### src/rtl/ffha_pkg.sv
package ffha_pkg;

    // Default geometry of the managed heap.
    localparam int HEAP_BYTES_DEF   = 65536;
    localparam int HEADER_BYTES_DEF = 32;

    // Operation codes carried in the request.
    localparam logic OP_ALLOC = 1'b0;
    localparam logic OP_FREE  = 1'b1;

    typedef struct packed {
        logic        op;
        logic [16:0] req_bytes;
        logic [15:0] payload_offset;
    } ffha_req_t;

    typedef struct packed {
        logic [15:0] alloc_offset;
        logic        ok;
        logic [15:0] free_bytes;
    } ffha_rsp_t;

    typedef enum logic [3:0] {
        S_CLEAR,
        S_IDLE,
        S_A_RD,
        S_A_CHK,
        S_A_SPLIT,
        S_F_RD,
        S_F_CHK,
        S_F_NRD,
        S_F_NCHK,
        S_F_WRD,
        S_F_WCHK,
        S_F_FIN,
        S_F_FIN2,
        S_DONE
    } ffha_state_t;

endpackage

### src/rtl/ffha_engine.sv
module ffha_engine
    import ffha_pkg::*;
#(
    parameter int HEAP_BYTES   = HEAP_BYTES_DEF,
    parameter int HEADER_BYTES = HEADER_BYTES_DEF,
    parameter int DEPTH        = (HEAP_BYTES + 15) / 16,
    parameter int IW           = $clog2(DEPTH),
    parameter int EW           = $clog2(HEAP_BYTES) + 6
)
(
    input  logic          clk,
    input  logic          rst_n,
    input  logic          start,
    input  ffha_req_t     req,
    input  logic          res_ready,
    output logic          idle,
    output logic          done,
    output ffha_rsp_t     res,
    output logic          mem_we,
    output logic [IW-1:0] mem_waddr,
    output logic [EW-1:0] mem_wdata,
    output logic [IW-1:0] mem_raddr,
    input  logic [EW-1:0] mem_rdata
);

    localparam int SW  = EW - 6;
    localparam int XW  = ((SW > 17) ? SW : 17) + 3;
    localparam int FTW = SW + 1;

    localparam logic [XW-1:0]  HEAP_X  = XW'(HEAP_BYTES);
    localparam logic [XW-1:0]  HDR_X   = XW'(HEADER_BYTES);
    localparam logic [XW-1:0]  DEPTH_X = XW'(DEPTH);
    localparam logic [XW-1:0]  GMASK_X = XW'(15);
    localparam logic [XW-1:0]  GRAN_X  = XW'(16);
    localparam logic [FTW-1:0] FT_INIT = FTW'(HEAP_BYTES - HEADER_BYTES);
    localparam logic [IW-1:0]  LAST_IX = IW'(DEPTH - 1);

    function automatic logic [EW-1:0] pack_ent(input logic v, input logic f,
                                               input logic [3:0] lo,
                                               input logic [SW-1:0] sz);
        return {v, f, lo, sz};
    endfunction

    function automatic logic [IW-1:0] ix(input logic [XW-1:0] a);
        return IW'(a >> 4);
    endfunction

    ffha_state_t    state_reg, state_next;
    logic [IW-1:0]  clr_reg, clr_next;
    logic [XW-1:0]  h_reg, h_next;
    logic [XW-1:0]  h2_reg, h2_next;
    logic [XW-1:0]  c_reg, c_next;
    logic [XW-1:0]  prv_reg, prv_next;
    logic [XW-1:0]  want_reg, want_next;
    logic [SW-1:0]  e_size_reg, e_size_next;
    logic [SW-1:0]  pe_size_reg, pe_size_next;
    logic           pe_free_reg, pe_free_next;
    logic           have_reg, have_next;
    logic [FTW-1:0] ft_reg, ft_next;
    logic [15:0]    off_reg, off_next;
    logic           ok_reg, ok_next;

    logic           rd_v, rd_f;
    logic [3:0]     rd_lo;
    logic [SW-1:0]  rd_sz;
    logic [XW-1:0]  sz_x, nxt_x, pf_x, split_x;

    assign rd_sz = mem_rdata[SW-1:0];
    assign rd_lo = mem_rdata[SW+3:SW];
    assign rd_f  = mem_rdata[SW+4];
    assign rd_v  = mem_rdata[SW+5];
    assign sz_x  = XW'(rd_sz);
    assign pf_x  = XW'(req.payload_offset);
    assign split_x = h_reg + HDR_X + want_reg;

    always_ff @(posedge clk or negedge rst_n)
    begin
        if (!rst_n)
        begin
            state_reg <= S_CLEAR;
            clr_reg   <= '0;
            ft_reg    <= FT_INIT;
            have_reg  <= 1'b0;
            ok_reg    <= 1'b0;
        end
        else
        begin
            state_reg <= state_next;
            clr_reg   <= clr_next;
            ft_reg    <= ft_next;
            have_reg  <= have_next;
            ok_reg    <= ok_next;
        end
    end

    always_ff @(posedge clk)
    begin
        h_reg       <= h_next;
        h2_reg      <= h2_next;
        c_reg       <= c_next;
        prv_reg     <= prv_next;
        want_reg    <= want_next;
        e_size_reg  <= e_size_next;
        pe_size_reg <= pe_size_next;
        pe_free_reg <= pe_free_next;
        off_reg     <= off_next;
    end

    always_comb
    begin
        state_next   = state_reg;
        clr_next     = clr_reg;
        h_next       = h_reg;
        h2_next      = h2_reg;
        c_next       = c_reg;
        prv_next     = prv_reg;
        want_next    = want_reg;
        e_size_next  = e_size_reg;
        pe_size_next = pe_size_reg;
        pe_free_next = pe_free_reg;
        have_next    = have_reg;
        ft_next      = ft_reg;
        off_next     = off_reg;
        ok_next      = ok_reg;
        mem_we       = 1'b0;
        mem_waddr    = '0;
        mem_wdata    = '0;
        mem_raddr    = '0;
        nxt_x        = h_reg + HDR_X + sz_x;

        unique case (state_reg)
            S_CLEAR:
            begin
                mem_we    = 1'b1;
                mem_waddr = clr_reg;
                mem_wdata = (clr_reg == '0) ? pack_ent(1'b1, 1'b1, 4'd0, FT_INIT[SW-1:0])
                                            : '0;
                clr_next  = clr_reg + 1'b1;
                if (clr_reg == LAST_IX)
                begin
                    state_next = S_IDLE;
                end
            end
            S_IDLE:
            begin
                off_next = '0;
                ok_next  = 1'b0;
                if (start)
                begin
                    if (req.op == OP_ALLOC)
                    begin
                        if (req.req_bytes == '0)
                        begin
                            state_next = S_DONE;
                        end
                        else
                        begin
                            want_next  = (XW'(req.req_bytes) + GMASK_X) & ~GMASK_X;
                            h_next     = '0;
                            state_next = S_A_RD;
                        end
                    end
                    else
                    begin
                        if (pf_x < HDR_X || ((pf_x - HDR_X) >> 4) >= DEPTH_X)
                        begin
                            state_next = S_DONE;
                        end
                        else
                        begin
                            h_next     = pf_x - HDR_X;
                            state_next = S_F_RD;
                        end
                    end
                end
            end
            S_A_RD:
            begin
                mem_raddr  = ix(h_reg);
                state_next = S_A_CHK;
            end
            S_A_CHK:
            begin
                if (!(rd_v && rd_lo == h_reg[3:0]))
                begin
                    state_next = S_DONE;
                end
                else if (rd_f && sz_x >= want_reg)
                begin
                    ok_next     = 1'b1;
                    off_next    = 16'(h_reg + HDR_X);
                    e_size_next = rd_sz;
                    mem_we      = 1'b1;
                    mem_waddr   = ix(h_reg);
                    if (sz_x >= want_reg + HDR_X + GRAN_X)
                    begin
                        mem_wdata  = pack_ent(1'b1, 1'b0, rd_lo, SW'(want_reg));
                        ft_next    = ft_reg - FTW'(want_reg + HDR_X);
                        state_next = S_A_SPLIT;
                    end
                    else
                    begin
                        mem_wdata  = pack_ent(1'b1, 1'b0, rd_lo, rd_sz);
                        ft_next    = ft_reg - FTW'(sz_x);
                        state_next = S_DONE;
                    end
                end
                else if (nxt_x >= HEAP_X)
                begin
                    state_next = S_DONE;
                end
                else
                begin
                    h_next     = nxt_x;
                    state_next = S_A_RD;
                end
            end
            S_A_SPLIT:
            begin
                mem_we     = 1'b1;
                mem_waddr  = ix(split_x);
                mem_wdata  = pack_ent(1'b1, 1'b1, split_x[3:0],
                                      SW'(XW'(e_size_reg) - want_reg - HDR_X));
                state_next = S_DONE;
            end
            S_F_RD:
            begin
                mem_raddr  = ix(h_reg);
                state_next = S_F_CHK;
            end
            S_F_CHK:
            begin
                if (!(rd_v && rd_lo == h_reg[3:0]))
                begin
                    state_next = S_DONE;
                end
                else
                begin
                    ok_next     = 1'b1;
                    e_size_next = rd_sz;
                    if (!rd_f)
                    begin
                        ft_next = ft_reg + FTW'(sz_x);
                    end
                    c_next    = '0;
                    have_next = 1'b0;
                    if (nxt_x < HEAP_X)
                    begin
                        h2_next    = nxt_x;
                        state_next = S_F_NRD;
                    end
                    else
                    begin
                        state_next = S_F_WRD;
                    end
                end
            end
            S_F_NRD:
            begin
                mem_raddr  = ix(h2_reg);
                state_next = S_F_NCHK;
            end
            S_F_NCHK:
            begin
                if (rd_v && rd_lo == h2_reg[3:0] && rd_f)
                begin
                    e_size_next = SW'(XW'(e_size_reg) + HDR_X + sz_x);
                    mem_we      = 1'b1;
                    mem_waddr   = ix(h2_reg);
                    mem_wdata   = pack_ent(1'b0, rd_f, rd_lo, rd_sz);
                    ft_next     = ft_reg + FTW'(HDR_X);
                end
                state_next = S_F_WRD;
            end
            S_F_WRD:
            begin
                if (c_reg < h_reg)
                begin
                    mem_raddr  = ix(c_reg);
                    state_next = S_F_WCHK;
                end
                else
                begin
                    state_next = S_F_FIN;
                end
            end
            S_F_WCHK:
            begin
                if (!(rd_v && rd_lo == c_reg[3:0]))
                begin
                    state_next = S_F_FIN;
                end
                else
                begin
                    prv_next     = c_reg;
                    have_next    = 1'b1;
                    pe_size_next = rd_sz;
                    pe_free_next = rd_f;
                    c_next       = c_reg + HDR_X + sz_x;
                    state_next   = S_F_WRD;
                end
            end
            S_F_FIN:
            begin
                mem_we = 1'b1;
                if (have_reg && c_reg == h_reg && pe_free_reg)
                begin
                    mem_waddr  = ix(prv_reg);
                    mem_wdata  = pack_ent(1'b1, 1'b1, prv_reg[3:0],
                                          SW'(XW'(pe_size_reg) + HDR_X + XW'(e_size_reg)));
                    ft_next    = ft_reg + FTW'(HDR_X);
                    state_next = S_F_FIN2;
                end
                else
                begin
                    mem_waddr  = ix(h_reg);
                    mem_wdata  = pack_ent(1'b1, 1'b1, h_reg[3:0], e_size_reg);
                    state_next = S_DONE;
                end
            end
            S_F_FIN2:
            begin
                mem_we     = 1'b1;
                mem_waddr  = ix(h_reg);
                mem_wdata  = pack_ent(1'b0, 1'b1, h_reg[3:0], e_size_reg);
                state_next = S_DONE;
            end
            S_DONE:
            begin
                if (res_ready)
                begin
                    state_next = S_IDLE;
                end
            end
            default:
            begin
                state_next = S_IDLE;
            end
        endcase
    end

    assign idle = (state_reg == S_IDLE);
    assign done = (state_reg == S_DONE);
    assign res.alloc_offset = off_reg;
    assign res.ok           = ok_reg;
    assign res.free_bytes   = 16'(ft_reg);

    // The free total can never exceed one whole-heap block.
    a_ft_bound: assert property (@(posedge clk) disable iff (!rst_n)
        ft_reg <= FT_INIT)
        else $error("free total above heap size");

    // No header write while idle or while a result waits to be taken.
    a_no_idle_write: assert property (@(posedge clk) disable iff (!rst_n)
        (state_reg == S_IDLE || state_reg == S_DONE) |-> !mem_we)
        else $error("header write outside of an operation");

    // A request is only started from the idle state.
    a_start_idle: assert property (@(posedge clk) disable iff (!rst_n)
        start |-> idle)
        else $error("request started while busy");

    // A finished result that is taken returns the engine to idle.
    a_done_exit: assert property (@(posedge clk) disable iff (!rst_n)
        (done && res_ready) |=> idle)
        else $error("engine did not return to idle");

endmodule

### config.mk
export PLATFORM = sky130hd
export DESIGN_NAME = ffha_engine
export DESIGN_NICKNAME = d
export VERILOG_FILES = /design/src/rtl/ffha_pkg.sv /design/src/rtl/ffha_engine.sv
export SDC_FILE = /design/constraint.sdc
export NUM_CORES = 1
export LEC_CHECK = 0
export BUFFER_PORTS_ARGS = -buffer_cell sky130_fd_sc_hd__buf_2
export CORE_AREA = 10 10 178 180
export DETAILED_ROUTE_END_ITERATION = 16
export DIE_AREA = 0 0 188 190
export HOLD_SLACK_MARGIN = 0.1
export PLACE_DENSITY = 0.92
export SLEW_MARGIN = 20
export SYNTH_ARGS = -nofsm -noshare
export SYNTH_HDL_FRONTEND = slang
export SYNTH_SLANG_ARGS = --single-unit
### constraint.sdc
create_clock -name clk -period 5.8 [get_ports clk]
set_input_delay 1.16 -clock clk [delete_from_list [all_inputs] [get_ports clk]]
set_output_delay 1.16 -clock clk [all_outputs]
set_load 0.02 [all_outputs]
Word-level counts from Yosys, hierarchy flattened
Index checks and enable logic that the tools add are counted.
{"block": "op_classes", "order_cmp": 7, "n_addsub": 20, "mux": 68, "bitwise_logic": 2, "eq_ne": 32, "n_reduce_logical": 29}
{"operator": "20-bit two-way mux", "count": 10}
{"operator": "22-bit one-hot mux with 6 select lines", "count": 1}
{"operator": "17-bit two-way mux", "count": 7}
{"operator": "16-bit two-way mux", "count": 7}
{"operator": "20-bit one-hot mux with 2 select lines", "count": 2}
{"operator": "12-bit one-hot mux with 6 select lines", "count": 1}
{"operator": "17-bit one-hot mux with 4 select lines", "count": 1}
{"operator": "22-bit two-way mux", "count": 3}
{"operator": "12-bit two-way mux", "count": 5}
{"operator": "4-bit one-hot mux with 13 select lines", "count": 1}
{"operator": "16-bit adder", "count": 3}
{"operator": "4-bit two-way mux", "count": 12}
{"operator": "16-bit one-hot mux with 3 select lines", "count": 1}
{"operator": "20-bit by 16-bit adder with 20-bit output", "count": 2}
{"operator": "20-bit by 6-bit adder with 20-bit output (second input constant)", "count": 2}
{"operator": "12-bit one-hot mux with 3 select lines", "count": 1}
{"operator": "16-bit by 6-bit adder with 16-bit output (second input constant)", "count": 2}
{"operator": "16-bit one-hot mux with 2 select lines", "count": 1}
{"operator": "4-bit equality test (second input constant)", "count": 6}
{"operator": "2-bit != test (second input constant)", "count": 12}
{"operator": "21-bit two-way mux", "count": 1}
{"operator": "20-bit by 5-bit adder with 20-bit output (second input constant)", "count": 1}
{"operator": "20-bit equality test", "count": 1}
{"operator": "16-bit by 20-bit >= comparator with 1-bit output", "count": 1}
{"operator": "other kinds (42)", "count": 74}
{"block": "totals", "output_inout_bits": 82, "wordCells": 172, "register_bits": 170, "input_bits": 60}

Logic depth before layout (Yosys ltp)
{"block": "depth", "word_depth": 7, "mapped_depth": 19, "ltp_nobuf": 15}

Worst setup path after synthesis
No wires, ideal clock.
{"block": "synth_timing", "kind": "register to output", "start": "reg want_reg[5]", "end": "out mem_wdata[4]", "path_buffers": 3, "slack_ns": 0.640, "required_ns": 4.640, "stages_incl_launch_ff": 18, "arrival_time_ns": 4.000, "path_cell_list": "edfxtp_1 ha_1 a21o_1 a311o_1 a221oi_1 nand2b_1 xnor2_1 ha_1 a21o_1 a21o_1 a21oi_1 o21ai_0 nand3_2 buf_6 buf_6 buf_2 a21oi_1 o21ai_0"}
{"block": "synth_between", "elab_chain_len": 7, "word_cells_on_any_way": 9, "cone_classes": "add/sub (2); order compare (2); mux (4); reduce/logical (1)"}
{"item": "from (decl)", "line": "ffha_engine.sv:54", "text": "logic [XW-1:0] want_reg, want_next;"}
{"item": "from (signal assigned)", "line": "ffha_engine.sv:102", "text": "want_reg <= want_next;"}
{"item": "18-bit by 6-bit adder with 19-bit output"}
{"item": "20-bit by 5-bit adder with 20-bit output", "line": "ffha_engine.sv:195", "text": "if (sz_x >= want_reg + HDR_X + GRAN_X)"}
{"item": "16-bit by 20-bit >= comparator with 1-bit output", "line": "ffha_engine.sv:195"}
{"item": "16-bit two-way mux", "line": "ffha_engine.sv:195"}
{"item": "22-bit two-way mux *", "line": "ffha_engine.sv:188", "text": "else if (rd_f && sz_x >= want_reg)"}
{"item": "22-bit two-way mux *", "line": "ffha_engine.sv:184", "text": "if (!(rd_v && rd_lo == h_reg[3:0]))"}
{"item": "22-bit one-hot mux with 6 select lines *", "line": "ffha_engine.sv:131", "text": "unique case (state_reg)"}
{"item": "to (decl)", "line": "ffha_engine.sv:21", "text": "output logic [EW-1:0] mem_wdata,"}
Every way passes the cells marked *; elsewhere a longest branch is shown, timed or not.

Worst setup path in the final report
{"block": "layout_timing", "start": "reg want_reg[7]", "end": "out mem_wdata[0]"}
Same word-level chain as after synthesis.

==> flow_summary.toml <==
[global_route]
antenna_found_initial = 4
grt_pass1_wl_mm = 91.1
grt_pass1_vias = 15956
track_usage_pct = 32.3
grt_max_degree = 35
grt-ovfl-total = 0

[synth]
ys_types = 87
synth.top_cell.area_share_pct = 23.5
synth_top_cell_by_area = "edfxtp_1"
synth_ff_type = "edfxtp_1"
synth-async-reset-ratio_pct = 20.1
seq_area_frac_synth_pct = 28.6
yosysMostFrequentCell = "ha_1"
ys_ff_latch = 169
synth_warnings = 0
netlist_area_mm2 = 0.0172
synth_top_cells_by_count = "ha_1, inv_1, nand2_1"
syn_area_per_cell_um2 = 8.92
synthTopCellsByArea = "edfxtp_1, ha_1, xnor2_1"
syn-instance-count = 1931
synth-edff-count = 135
syn_nets = 2236

[finish]
nets = 2392
area_growth_pct = 11.7
drive_gt1_share_pct = 13.5
final_cells = 2485
fin_util_pct = 68.1
fillers = 2315

[routing]
vias = 16767
wl_mm = 59.8
drc_errors = 0
post_drt_wl_per_cell_um = 24.1
drt_pre_antenna_iters = 8
via_per_inst = 6.75
ant_nets = 0
drtIter0Drc = 2331

[floorplanning]
fp.dieW_um = 188
dieArea_mm2 = 0.0357
rows = 62
dieHeight_um = 190
initial_utilization_pct = 61.0
io_pins = 142
core_mm2 = 0.0282

[timing]
final.min_clock_period_ps = 5610
setup_violations = 0
worst_slack_ps = 191
rsz0062_at_grt = "no"
fin_skew_ps = 18.3
worst_pin_slew_ps = 1160
whs_ps = 511
slew_violations = 0
fin_crit_sh_pct = 96.7
slew-limit-headroom_pct = 22.5
fmax_mhz = 178
finalSetupTns_ps = 0
hold_viol = 0

[placement]
place_congestion = 1.02
preCtsSetupSlack_ps = 14.7
dp_hpwl_mm = 46.2
place.port_buffers = 141
place_inst = 2446

[clock_tree]
ctsHoldBuffers = 0
clk_pin_slew_ps = 80
clkLatencyLatePin_ps = 460
clkSinkCount = 169
cts_tree = "done"
clk_path_buf_depth = 2
root_buffer = "clkbuf_16"
numCtsBuffers = 17
htree_levels = 4

[power_and_ir_drop]
p_leak_uw = 0.00862
cellPowerDensity_mw_per_mm2 = 393
ir_drop_uv = 299

[flow_run]
max_cap_violations = 0

[outcome]
status = "completed"

[worst_setup_path]
required_ps = 4640
end_kind = "primary output"
crit_fanout = 16
crit_path_start_kind = "register"
crit_type = "register to primary output"
crit_arrival_ps = 4450

[min_path]
hold_path_class = "register to register"
## critical path: stages (launching register included)
cell and delay [ps]:
edfxtp_1 720, nand4_1 400, nor4_1 420, nor3_1 140, nand2b_1 200, nor3_1 180
xor2_1 100, ha_1 320, nand4_1 150, o21ai_4 230, nand3_4 150, buf_4 230
a31o_2 280, a222oi_1 260, inv_1 70, buf_2 170
## cell families (layout without fill, tap and decap cells)
group	count (synthesis)	count (layout)	synth area share [%]
AO/OA/AOI/OAI	498	498	20.0
XOR/XNOR	185	185	9.46
adder cells (fa/ha/maj)	245	245	18.2
buffers and inverters	204	373	4.76
flip-flops	169	169	28.6
multiplexers	27	27	1.68
other	0	1	0
AND/OR/NAND/NOR	603	603	17.4
## power by group
part | total (uW) | leakage (uW) | internal, uW | switching [uW]
Clock | 1210 | 0.000292 | 585 | 624
Sequential | 1920 | 0.00165 | 1590 | 329
Combinational | 4430 | 0.00667 | 1690 | 2740
## area by class of cell
cell class	instances	area [um2]	area share [%]
Inverter	147	556	2.89
Antenna cell	1	2.50	0.0130
Clock inverter	15	171	0.891
Multi-Input combinational cell	1558	11500	60.1
Clock buffer	17	425	2.21
Tap cell	384	480	2.50
Timing Repair Buffer	194	1130	5.87
Sequential cell	169	4920	25.6
## layer usage
metal	global-route usage (%)	vias to the layer above	share of wire, %
met5	0	-	0.077
met4	15.8	6	5.0
met3	8.29	234	12
met2	50.1	1164	44
met1	41.1	7850	38
li1	-	7513	-
## through the flow
step / total power [uW] / cell area (um2)
after floorplan: 4900 / 17200
after global placement: 6070 / 18500
after detailed placement: 6180 / 18500
after CTS: 7400 / 19100
after global routing: 7970 / 19200
final: 7560 / 19200
## final timing paths
kind                                     end  cells past startpoint         from  slack [ps]
max in group asynchronous         clr_reg[8]                      1        rst_n        4390
worst min register to register      have_reg                      2     have_reg         510
min in group asynchronous          ft_reg[2]                      1        rst_n         820
worst min-delay path                have_reg                      2     have_reg         510
worst max register to register     h_reg[16]                     13     h_reg[5]        1120
worst max-delay path            mem_wdata[0]                     15  want_reg[7]         190
## timing repair
action                                  CTS  global route
pin swaps                                 0             2
setup buffers                             0             6
endpoints found under the setup margin   16            16
gates resized for setup                   3             5
## layout by cell type, fill, tap and decap left out, drive strengths merged, types with 10 or more instances in the layout
cell type | Yosys | layout
ha | 237 | 237
buf | 16 | 194
inv | 146 | 153
nand2 | 140 | 140
nor2 | 139 | 139
edfxtp | 135 | 135
xnor2 | 116 | 116
a21oi | 107 | 107
o21ai | 102 | 102
xor2 | 69 | 69
nor3 | 68 | 68
nand3 | 62 | 62
a21o | 41 | 41
nand2b | 27 | 27
dfrtp | 23 | 23
nor4 | 22 | 22
and3 | 22 | 22
a31oi | 21 | 21
nand4 | 21 | 21
mux2i | 21 | 21
a221o | 20 | 20
o21a | 19 | 19
a221oi | 19 | 19
and2 | 19 | 19
o211ai | 19 | 19
nor2b | 19 | 19
or3 | 18 | 18
clkbuf | 41 | 17
o21bai | 15 | 15
a222oi | 15 | 15
a211oi | 15 | 15
or2 | 14 | 14
dfstp | 11 | 11
o22ai | 10 | 10
o221ai | 10 | 10
No activity file was read; power rests on OpenSTA's default activity.
